File: config.mk
export PLATFORM = sky130hd
export DESIGN_NAME = three_digit_seven_segment_formatter_unit
export DESIGN_NICKNAME = d
export VERILOG_FILES = /design/src/sv/tdsf_pkg.sv /design/src/sv/three_digit_seven_segment_formatter_unit.sv /design/src/sv/tdsf_digits.sv /design/src/sv/tdsf_glyph.sv /design/src/sv/tdsf_ser.sv
export SDC_FILE = /design/constraint.sdc
export NUM_CORES = 1
export LEC_CHECK = 0
export BUFFER_PORTS_ARGS = -buffer_cell sky130_fd_sc_hd__buf_2
export CAP_MARGIN = 20
export CORE_MARGIN = 5
export CORE_UTILIZATION = 55
export DETAILED_ROUTE_END_ITERATION = 7
export GPL_TIMING_DRIVEN = 1
export PLACE_DENSITY = 0.77
export SYNTH_ARGS = -nofsm -noshare
export SYNTH_HDL_FRONTEND = slang
export SYNTH_SLANG_ARGS = --single-unit
File: constraint.sdc
create_clock -name clk -period 11.9 [get_ports clk]
set_input_delay 0.595 -clock clk [delete_from_list [all_inputs] [get_ports clk]]
set_output_delay 0.595 -clock clk [all_outputs]
set_load 0.01 [all_outputs]
File: src/sv/tdsf_pkg.sv
package tdsf_pkg;

	// Glyph indexes into the segment table
	localparam logic [4:0] GLYPH_F     = 5'd15;
	localparam logic [4:0] GLYPH_BLANK = 5'd16;

	// Displayable limits per mode
	localparam logic [15:0] NUM_MAX  = 16'd999;
	localparam logic [15:0] FUNC_MAX = 16'd99;

	// Mode codes
	localparam logic MODE_NUM  = 1'b0;
	localparam logic MODE_FUNC = 1'b1;

	// Digit select codes
	localparam logic [2:0] SEL_UNITS = 3'b001;
	localparam logic [2:0] SEL_TENS  = 3'b010;
	localparam logic [2:0] SEL_HUND  = 3'b100;
	localparam logic [2:0] SEL_ALL   = 3'b111;

	// Request beat
	typedef struct packed {
		logic        mode;
		logic [15:0] value;
	} in_t;

	// Result beat
	typedef struct packed {
		logic [7:0] segments;
		logic [2:0] digit_select;
		logic       is_error;
		logic       last;
	} out_t;

	// Decimal digits after the split stages
	typedef struct packed {
		logic       err;
		logic       mode;
		logic [3:0] hund;
		logic [3:0] tens;
		logic [3:0] units;
	} digit_t;

	// Segment patterns ready for the serializer
	typedef struct packed {
		logic       err;
		logic [7:0] seg_u;
		logic [7:0] seg_t;
		logic [7:0] seg_h;
	} seg_t;

	// Fixed glyph table; index 16 and above is the blank pattern
	function automatic logic [7:0] glyph_seg(input logic [4:0] g);
		logic [7:0] s;
		case (g)
			5'd0:    s = 8'h28;
			5'd1:    s = 8'hee;
			5'd2:    s = 8'h32;
			5'd3:    s = 8'ha2;
			5'd4:    s = 8'he4;
			5'd5:    s = 8'ha1;
			5'd6:    s = 8'h21;
			5'd7:    s = 8'hea;
			5'd8:    s = 8'h20;
			5'd9:    s = 8'ha0;
			5'd10:   s = 8'h60;
			5'd11:   s = 8'h25;
			5'd12:   s = 8'h39;
			5'd13:   s = 8'h26;
			5'd14:   s = 8'h31;
			5'd15:   s = 8'h71;
			default: s = 8'hff;
		endcase
		return s;
	endfunction

endpackage

File: src/sv/three_digit_seven_segment_formatter_unit.sv
// Path: a request passes stage 1, stage 2, stage 3, stage 4 and the serializer's output register before its first beat.
// Throughput: one beat per cycle while a request's beats go out.
// Sustained rate is set by the output serializer, which owes three beats per displayable request and one per error.
// busy is high while stage 1 holds a request that the stalled pipeline cannot move on.
// Reset (arst_n low) clears all valid bits and the serializer.
module three_digit_seven_segment_formatter_unit import tdsf_pkg::*; (
	input  logic clk,
	input  logic arst_n,
	input  logic start,
	output logic busy,
	input  in_t  req,
	output logic strobe,
	output out_t result
);

	logic   ready_in;
	logic   dig_valid, dig_ready;
	digit_t dig;
	logic   seg_valid, seg_ready;
	seg_t   seg;

	assign busy = !ready_in;

	// Stages 1-3: range check and decimal split
	tdsf_digits u_digits (
		.clk       (clk),
		.arst_n    (arst_n),
		.in_valid  (start),
		.req       (req),
		.ready_out (ready_in),
		.dig_valid (dig_valid),
		.dig       (dig),
		.dig_ready (dig_ready)
	);

	// Stage 4: blanking and segment lookup
	tdsf_glyph u_glyph (
		.clk       (clk),
		.arst_n    (arst_n),
		.dig_valid (dig_valid),
		.dig       (dig),
		.dig_ready (dig_ready),
		.seg_valid (seg_valid),
		.seg       (seg),
		.seg_ready (seg_ready)
	);

	// Output serializer
	tdsf_ser u_ser (
		.clk       (clk),
		.arst_n    (arst_n),
		.seg_valid (seg_valid),
		.seg       (seg),
		.seg_ready (seg_ready),
		.strobe    (strobe),
		.result    (result)
	);

endmodule

File: src/sv/tdsf_digits.sv
module tdsf_digits import tdsf_pkg::*; (
	input  logic   clk,
	input  logic   arst_n,
	input  logic   in_valid,
	input  in_t    req,
	output logic   ready_out,
	output logic   dig_valid,
	output digit_t dig,
	input  logic   dig_ready
);

	logic       v_s1, v_s2, v_s3;
	logic       err_s1, err_s2;
	logic       mode_s1, mode_s2;
	logic [9:0] val_s1, val_s2;
	logic [3:0] hund_s2;
	logic [6:0] q10_s2;
	digit_t     dig_s3;
	logic       adv1, adv2, adv3;
	logic       err_c;
	logic [15:0] prod_h;
	logic [17:0] prod_t;
	logic [9:0]  units_w;
	logic [6:0]  tens_w;

	// Stall chain: a stage moves when it is empty or its successor moves
	assign adv3      = !v_s3 || dig_ready;
	assign adv2      = !v_s2 || adv3;
	assign adv1      = !v_s1 || adv2;
	assign ready_out = adv1;

	// Range check against the mode's limit
	assign err_c = (req.mode == MODE_FUNC) ? (req.value > FUNC_MAX) : (req.value > NUM_MAX);

	// Reciprocal multiplies, exact for values below 1000
	assign prod_h = {6'd0, val_s1} * 16'd41;
	assign prod_t = {8'd0, val_s1} * 18'd205;

	// Remainders from the quotients
	assign units_w = val_s2 - ({3'd0, q10_s2} * 10'd10);
	assign tens_w  = q10_s2 - ({3'd0, hund_s2} * 7'd10);

	// Valid bits
	always_ff @(posedge clk or negedge arst_n) begin
		if (!arst_n) begin
			v_s1 <= 1'b0;
			v_s2 <= 1'b0;
			v_s3 <= 1'b0;
		end else begin
			if (adv1) v_s1 <= in_valid;
			if (adv2) v_s2 <= v_s1;
			if (adv3) v_s3 <= v_s2;
		end
	end

	// Stage 1: capture and range check
	always_ff @(posedge clk) begin
		if (adv1) begin
			err_s1  <= err_c;
			mode_s1 <= req.mode;
			val_s1  <= req.value[9:0];
		end
	end

	// Stage 2: hundreds and value / 10
	always_ff @(posedge clk) begin
		if (adv2) begin
			err_s2  <= err_s1;
			mode_s2 <= mode_s1;
			val_s2  <= val_s1;
			hund_s2 <= prod_h[15:12];
			q10_s2  <= prod_t[17:11];
		end
	end

	// Stage 3: tens and units
	always_ff @(posedge clk) begin
		if (adv3) begin
			dig_s3.err   <= err_s2;
			dig_s3.mode  <= mode_s2;
			dig_s3.hund  <= hund_s2;
			dig_s3.tens  <= tens_w[3:0];
			dig_s3.units <= units_w[3:0];
		end
	end

	assign dig_valid = v_s3;
	assign dig       = dig_s3;

endmodule

File: src/sv/tdsf_glyph.sv
module tdsf_glyph import tdsf_pkg::*; (
	input  logic   clk,
	input  logic   arst_n,
	input  logic   dig_valid,
	input  digit_t dig,
	output logic   dig_ready,
	output logic   seg_valid,
	output seg_t   seg,
	input  logic   seg_ready
);

	logic       v_s4;
	seg_t       seg_s4;
	logic       adv4;
	logic       hund_zero, tens_blank;
	logic [4:0] g_h, g_t, g_u;

	assign adv4      = !v_s4 || seg_ready;
	assign dig_ready = adv4;

	// Leading-zero blanking in number mode, F prefix in function mode
	assign hund_zero  = (dig.hund == 4'd0);
	assign tens_blank = (dig.mode == MODE_NUM) && hund_zero && (dig.tens == 4'd0);
	assign g_u = {1'b0, dig.units};
	assign g_t = tens_blank ? GLYPH_BLANK : {1'b0, dig.tens};
	assign g_h = (dig.mode == MODE_FUNC) ? GLYPH_F :
	             (hund_zero ? GLYPH_BLANK : {1'b0, dig.hund});

	always_ff @(posedge clk or negedge arst_n) begin
		if (!arst_n) begin
			v_s4 <= 1'b0;
		end else if (adv4) begin
			v_s4 <= dig_valid;
		end
	end

	// Stage 4: table lookup
	always_ff @(posedge clk) begin
		if (adv4) begin
			seg_s4.err   <= dig.err;
			seg_s4.seg_u <= glyph_seg(g_u);
			seg_s4.seg_t <= glyph_seg(g_t);
			seg_s4.seg_h <= glyph_seg(g_h);
		end
	end

	assign seg_valid = v_s4;
	assign seg       = seg_s4;

endmodule

File: src/sv/tdsf_ser.sv
module tdsf_ser import tdsf_pkg::*; (
	input  logic clk,
	input  logic arst_n,
	input  logic seg_valid,
	input  seg_t seg,
	output logic seg_ready,
	output logic strobe,
	output out_t result
);

	logic [1:0] rem_cnt_q;
	logic       strobe_q;
	out_t       result_q;
	logic [7:0] seg_t_q, seg_h_q;
	logic       load;

	// Take a new request only once the previous one has fully gone out
	assign seg_ready = (rem_cnt_q == 2'd0);
	assign load      = seg_valid && seg_ready;

	// Control: beat strobe and beats still owed
	always_ff @(posedge clk or negedge arst_n) begin
		if (!arst_n) begin
			rem_cnt_q <= 2'd0;
			strobe_q  <= 1'b0;
		end else begin
			if (rem_cnt_q != 2'd0) begin
				rem_cnt_q <= rem_cnt_q - 2'd1;
				strobe_q  <= 1'b1;
			end else if (load) begin
				rem_cnt_q <= seg.err ? 2'd0 : 2'd2;
				strobe_q  <= 1'b1;
			end else begin
				strobe_q  <= 1'b0;
			end
		end
	end

	// Output beat: units, then tens, then hundreds; error is one beat
	always_ff @(posedge clk) begin
		if (rem_cnt_q == 2'd2) begin
			result_q.segments     <= seg_t_q;
			result_q.digit_select <= SEL_TENS;
			result_q.is_error     <= 1'b0;
			result_q.last         <= 1'b0;
		end else if (rem_cnt_q == 2'd1) begin
			result_q.segments     <= seg_h_q;
			result_q.digit_select <= SEL_HUND;
			result_q.is_error     <= 1'b0;
			result_q.last         <= 1'b1;
		end else if (load) begin
			seg_t_q <= seg.seg_t;
			seg_h_q <= seg.seg_h;
			if (seg.err) begin
				result_q.segments     <= glyph_seg(GLYPH_F);
				result_q.digit_select <= SEL_ALL;
				result_q.is_error     <= 1'b1;
				result_q.last         <= 1'b1;
			end else begin
				result_q.segments     <= seg.seg_u;
				result_q.digit_select <= SEL_UNITS;
				result_q.is_error     <= 1'b0;
				result_q.last         <= 1'b0;
			end
		end
	end

	assign strobe = strobe_q;
	assign result = result_q;

	// Owed beats always follow on the next cycle
	a_owed_beat: assert property (@(posedge clk) disable iff (!arst_n)
		rem_cnt_q != 2'd0 |=> strobe_q)
		else $error("owed beat missing");

	// Digit beats carry a single select bit
	a_onehot: assert property (@(posedge clk) disable iff (!arst_n)
		strobe_q && !result_q.is_error |-> $onehot(result_q.digit_select))
		else $error("digit select not one-hot");

	// Error beat closes its request
	a_err_last: assert property (@(posedge clk) disable iff (!arst_n)
		strobe_q && result_q.is_error |-> result_q.last &&
		result_q.digit_select == SEL_ALL)
		else $error("error beat malformed");

	// Last digit beat is the hundreds position
	a_last_hund: assert property (@(posedge clk) disable iff (!arst_n)
		strobe_q && result_q.last && !result_q.is_error |->
		result_q.digit_select == SEL_HUND)
		else $error("last beat not hundreds");

endmodule
* Word-level counts from Yosys, hierarchy flattened
Memories as Yosys holds them, arrays and structs flattened. A register that Yosys moved wholly into a read port is not among the register bits.
Cells that the tools add are included.
** Word-level totals
- Flip-flop bits (word level) :: 104
- ROM bits :: 336
- Input bits :: 20
- Output and inout bits :: 15
- Logic and storage cells :: 81
- Memories kept :: 3
** Memories
- (no name shown) :: depth 16, width 7, read ports 1, clocked after Yosys merged registers in 1, wr ports 0, RTL line tdsf_pkg.sv:55 : case (g)
- (no name shown) :: depth 16, width 7, read ports 1, clocked after Yosys merged registers in 1, wr ports 0, RTL line tdsf_pkg.sv:55
- (no name shown) :: depth 16, width 7, read ports 1, clocked after Yosys merged registers in 1, wr ports 0, RTL line tdsf_pkg.sv:55
** Cells by class
- Add/sub/neg operators :: 3
- $mul :: 4
- Magnitude comparators :: 2
- Eq/ne operators :: 2
- Multiplexer cells :: 13
- Bitwise operators :: 3
- Reductions and logical operators :: 21
** Operators with widths (count)
- 2-to-1 mux 13 bit :: 4
- multiplier 10 x 8 -> 18 bit, second input constant :: 1
- greater-than comparator 16 x 10 -> 1 bit, second input constant :: 1
- greater-than comparator 16 x 7 -> 1 bit, second input constant :: 1
- multiplier 10 x 6 -> 16 bit, second input constant :: 1
- 2-to-1 mux 5 bit :: 3
- logical NOT 4 bit :: 2
- subtractor 4 bit :: 2
- multiplier 7 x 3 -> 3 bit, second input constant :: 1
- 2-to-1 mux 2 bit :: 3
- nonzero test 2 bit :: 3
- logical NOT 1 bit :: 5
- logical OR 1 bit :: 4
- multiplier 4 x 3 -> 3 bit, second input constant :: 1
- logical AND 1 bit :: 3
- 2-to-1 mux 1 bit :: 3
- inverter 1 bit :: 3
- AND reduction 3 bit :: 1
- nonzero test 3 bit :: 1
- equality test 2 x 1 -> 1 bit, second input constant :: 1
- equality test 2 bit, second input constant :: 1
- logical NOT 2 bit :: 1
- OR reduction 2 bit :: 1
- subtractor 2 x 1 -> 2 bit, second input constant :: 1

* Logic depth before layout (Yosys ltp)
- Depth after elaboration :: 6
- Mapped depth :: 14
- Gate-level depth less buffers :: 14

* Modules after synthesis
From an unflattened synthesis, not the netlist that was laid out.
** Unflattened totals
- Cell total of the unflattened synthesis :: 525
- Area, all modules :: 6316.1 um^2
** Modules (own cells, without submodules)
- tdsf_digits :: times used 1, cells each 285, area an instance 3413.3 um^2, seq. area each 1276.2 um^2
- tdsf_glyph :: times used 1, cells each 153, area an instance 1630.3 um^2, seq. area each 685.7 um^2
- tdsf_ser :: times used 1, cells each 86, area an instance 1268.7 um^2, seq. area each 875.8 um^2
- three_digit_seven_segment_formatter_unit :: times used 1, cells each 1, area an instance 3.8 um^2, seq. area each 0.0 um^2

* Worst setup path after synthesis
OpenSTA, ideal clock, no wires.
- Path kind :: reg2reg
- Start :: register u_digits.val_s1[6]
- End :: register u_digits.q10_s2[2], data pin
- Setup time :: 0.259 ns
- Arrival time :: 3.599 ns
- Required time :: 11.641 ns
- Setup slack :: 8.042 ns
- Cell stages (with the launch flop) :: 15
- Path buffers :: 0
- Clock period less this slack :: 3.858 ns
- Cells stage by stage :: edfxtp_1 -> ha_1 -> inv_1 -> fa_1 -> inv_1 -> fa_1 -> inv_1 -> fa_1 -> inv_1 -> ha_1 -> a21o_1 -> a211o_1 -> o211ai_1 -> nand3b_1 -> xor2_1
** Between the ends
- Word-level cells in the longest chain between the ends :: 1
** Ends and longest elaborated chain
- start, declared :: RTL line tdsf_digits.sv:15 : logic [9:0] val_s1, val_s2;
- start signal, assigned :: RTL line tdsf_digits.sv:61 : val_s1 <= req.value[9:0];
- multiplier 10 x 8 -> 18 bit :: RTL line tdsf_digits.sv:37 : assign prod_t = {8'd0, val_s1} * 18'd205;
- via u_digits.prod_t[13] :: RTL line tdsf_digits.sv:22 : logic [17:0] prod_t;
- end signal, assigned :: RTL line tdsf_digits.sv:72 : q10_s2 <= prod_t[17:11];
- end, declared :: RTL line tdsf_digits.sv:17 : logic [6:0] q10_s2;
The timed path passes the listed nets, and every way through them passes these cells.
A chain may end at the register's enable or synchronous reset.

* Final worst setup path
- Start :: register u_digits.val_s1[7]
- End :: register u_digits.q10_s2[2], data pin
The elaborated chain is that of the path after synthesis.

==> impl_metrics.xml <==
<?xml version="1.0" encoding="UTF-8"?>
<metrics>
  <group name="detailed_routing">
    <metric name="initialDrtViolationCount" unit="">209</metric>
    <metric name="first_pass_iters" unit="">4</metric>
    <metric name="drt-vias-per-instance" unit="">5.47</metric>
    <metric name="avgRoutedWirePerCell" unit="um">15.3</metric>
    <metric name="count_of_nets_left_with_antenna_violations_after_detail_routing" unit="">0</metric>
    <metric name="route.vias.total" unit="">3854</metric>
    <metric name="detail_route.drc_violations" unit="">0</metric>
    <metric name="detail_route.wirelength" unit="um">10800</metric>
  </group>
  <group name="cts">
    <metric name="post-cts-setup-buffer-count" unit="">0</metric>
    <metric name="tritoncts" unit="">built</metric>
    <metric name="cts_inserted_buffers" unit="">9</metric>
    <metric name="clk_pin_slew" unit="ns">0.10</metric>
    <metric name="cts.sink_count" unit="">95</metric>
    <metric name="max-clock-path-buffers" unit="">2</metric>
    <metric name="number_of_levels_in_the_clock_h_tree" unit="">3</metric>
    <metric name="cts.repair.resized" unit="">0</metric>
    <metric name="cts_hold_bufs" unit="">0</metric>
    <metric name="clk_root_buffer_cell" unit="">clkbuf_8</metric>
    <metric name="worst_skew_pair.late_latency" unit="ns">0.37</metric>
  </group>
  <group name="synthesis">
    <metric name="synth_register_bits" unit="">95</metric>
    <metric name="netlist_top_cells_count" unit="">95 x ha_1, 92 x inv_1, 84 x edfxtp_1</metric>
    <metric name="netlist_instances" unit="">524</metric>
    <metric name="synth-seq-area-share" unit="%">45.2</metric>
    <metric name="synth_top_area_share" unit="%">41.0</metric>
    <metric name="share_of_async_settable_or_async_resettable_flops_after_synthesis" unit="%">7.37</metric>
    <metric name="dominantRegCellSynth" unit="">edfxtp_1</metric>
    <metric name="syn_nets" unit="">661</metric>
    <metric name="synth_largest_area_cell" unit="">edfxtp_1</metric>
    <metric name="post_synth_num_cell_types" unit="">52</metric>
    <metric name="yosys_warnings" unit="">0</metric>
    <metric name="synth_edf_count" unit="">84</metric>
    <metric name="synth_most_common_cell" unit="">ha_1</metric>
    <metric name="netlist_area" unit="um^2">6150</metric>
    <metric name="postSynthAreaPerCell" unit="um^2">11.7</metric>
    <metric name="main_area_contributors_after_synthesis" unit="">edfxtp_1 41%, ha_1 19%, fa_1 7.2%</metric>
  </group>
  <group name="timing">
    <metric name="hold_viol_final" unit="">0</metric>
    <metric name="finalHoldWorstSlack" unit="ns">0.0343</metric>
    <metric name="fmax" unit="GHz">0.246</metric>
    <metric name="final.setup_skew" unit="ns">0.0136</metric>
    <metric name="worst_pin_slew" unit="ns">0.834</metric>
    <metric name="period_share" unit="%">34.2</metric>
    <metric name="setup_tns" unit="ns">0</metric>
    <metric name="maxSlewViolCount" unit="">0</metric>
    <metric name="rsz0062_at_grt" unit="">false</metric>
    <metric name="max_slew_margin" unit="%">44.3</metric>
    <metric name="setup_viol" unit="">0</metric>
    <metric name="min_period" unit="ns">4.07</metric>
  </group>
  <group name="setup_path">
    <metric name="rrSetupSlack" unit="ns">7.83</metric>
    <metric name="critPathLaunchType" unit="">flip-flop</metric>
    <metric name="setup.worst_path.end_class" unit="">flip-flop</metric>
    <metric name="regToRegStartpoint" unit="">u_digits.val_s1[7]</metric>
    <metric name="timing_worst_setup_path_type" unit="">flip-flop to flip-flop</metric>
    <metric name="crit_arrival" unit="ns">4.21</metric>
    <metric name="worstReg2RegEnd" unit="">u_digits.q10_s2[2]</metric>
    <metric name="worstPathRequired" unit="ns">12.03</metric>
    <metric name="path_max_fanout" unit="">6</metric>
    <metric name="r2r_cells" unit="">14</metric>
  </group>
  <group name="grt">
    <metric name="met2_track_demand_over_resource_in_global_routing" unit="%">33.1</metric>
    <metric name="grt_max_degree" unit="">23</metric>
    <metric name="global_route.usage.total" unit="%">17.2</metric>
    <metric name="grt_pass1_vias" unit="">4073</metric>
    <metric name="overflow" unit="">0</metric>
    <metric name="antenna_found_initial" unit="">0</metric>
    <metric name="gr-usage-met3" unit="%">3.60</metric>
    <metric name="grt_busiest_layer" unit="">met2</metric>
    <metric name="met1_usage" unit="%">18.1</metric>
    <metric name="wire_length_of_the_first_global_routing_pass" unit="um">18000</metric>
  </group>
  <group name="layout">
    <metric name="fin_nets" unit="">696</metric>
    <metric name="filler_cell_count" unit="">855</metric>
    <metric name="fraction_of_final_layout_cells_sized_beyond_drive_strength_1" unit="%">11.7</metric>
    <metric name="final_core_utilization" unit="%">60.8</metric>
    <metric name="insertedDiodeCount" unit="">0</metric>
    <metric name="instances_no_fill" unit="">704</metric>
    <metric name="area.growth.synth_to_final" unit="%">7.80</metric>
  </group>
  <group name="floorplan">
    <metric name="floorplan.rows" unit="">38</metric>
    <metric name="floorplan.initialDensity" unit="%">56.4</metric>
    <metric name="chipHeight" unit="um">116</metric>
    <metric name="die_w" unit="um">116</metric>
    <metric name="floorplan.core_area" unit="um^2">10900</metric>
    <metric name="pin_count" unit="">35</metric>
    <metric name="die_area" unit="um^2">13400</metric>
  </group>
  <group name="place">
    <metric name="dp_cells" unit="">687</metric>
    <metric name="numPortBuffers" unit="">34</metric>
    <metric name="place.gp.congestion" unit="">0.898</metric>
    <metric name="dp_hpwl" unit="um">8660</metric>
  </group>
  <group name="run">
    <metric name="max_cap_viol_count" unit="">0</metric>
  </group>
  <group name="status">
    <metric name="status" unit="">completed</metric>
  </group>
  <group name="min_path">
    <metric name="hp-class" unit="">input pin to asynchronous set/reset pin</metric>
  </group>
</metrics>
==> cell type report <==
type / instances / area [um^2] / area share (%)
Clock inverter: 5 / 41.3 / 0.623
Sequential cell: 95 / 2780 / 41.9
Clock buffer: 11 / 141 / 2.13
Tap cell: 140 / 175 / 2.64
Multi-Input combinational cell: 325 / 2960 / 44.7
Timing Repair Buffer: 36 / 185 / 2.80
Inverter: 92 / 345 / 5.21
==> logic make-up after synthesis <==
logic type	synth area share, %
xor+xnor	2.57
buf+inv	6.66
fa+ha+maj	26.5
simple gates	7.31
flops	45.2
mux	1.04
compound gates	10.7
==> metal layers <==
layer	wire length, um	part of all wire (%)	up-vias
met4	336	3.1	0
met3	480	4.5	28
met1	4170	39	1841
met2	5790	54	94
met5	0	0	-
li1	-	-	1891
==> worst max-delay path, stage by stage (launching register included) <==
cell and delay, ns:
edfxtp_1 0.50, ha_1 0.36, inv_1 0.06, fa_1 0.53, inv_1 0.05, fa_1 0.53
inv_1 0.05, fa_1 0.52, inv_1 0.05, ha_1 0.32, a21o_1 0.17, a211o_1 0.29
o211ai_1 0.12, nand3b_1 0.12, xor2_1 0.15
==> how the worst max path moves through the flow <==
stage	from	end	slack (ns)	depth (start not counted)
after floorplan	u_digits.val_s1[6]	u_digits.q10_s2[2]	8.04	14
after global placement	u_digits.val_s1[7]	u_digits.q10_s2[2]	7.94	14
after detailed placement	u_digits.val_s1[3]	u_digits.q10_s2[3]	7.82	13
after CTS	u_digits.val_s1[3]	u_digits.q10_s2[3]	7.83	13
after global routing	u_digits.val_s1[3]	u_digits.q10_s2[3]	7.62	13
final	u_digits.val_s1[7]	u_digits.q10_s2[2]	7.83	14
==> placed cells by master, fill, tap and decap left out, types with 8 or more instances in the layout <==
master and n:
edfxtp_1 84, clkbuf_8 10, ha_1 95, inv_1 92
buf_2 34, o21ai_0 25, nor2_1 14, a21oi_1 23
nand2_1 29, xnor2_1 10, fa_1 22, nand2b_1 12
xor2_1 8
==> registers in the layout, indices dropped and copies added, names as in the netlist, 2 cells and up <==
register          flops
u_ser.rem_cnt_q       2
u_digits.val_s1      10
u_ser.seg_h_q         7
u_ser.seg_t_q         7
u_digits.dig         14
u_digits.q10_s2       4
u_ser.result         12
u_digits.val_s2       4
u_digits.hund_s2      4
u_glyph.seg          22
==> through the flow <==
step                cell area (um^2)  setup WS (ns)
floorplan                       6150           8.04
detailed placement              6430           7.82
global placement                6430           7.94
CTS                             6620           7.83
global route                    6630           7.62
finish                          6630           7.83
Power is left out: the tool's default activity adds up to more than one toggle a clock period on the data nets, which glitch-free logic cannot reach.
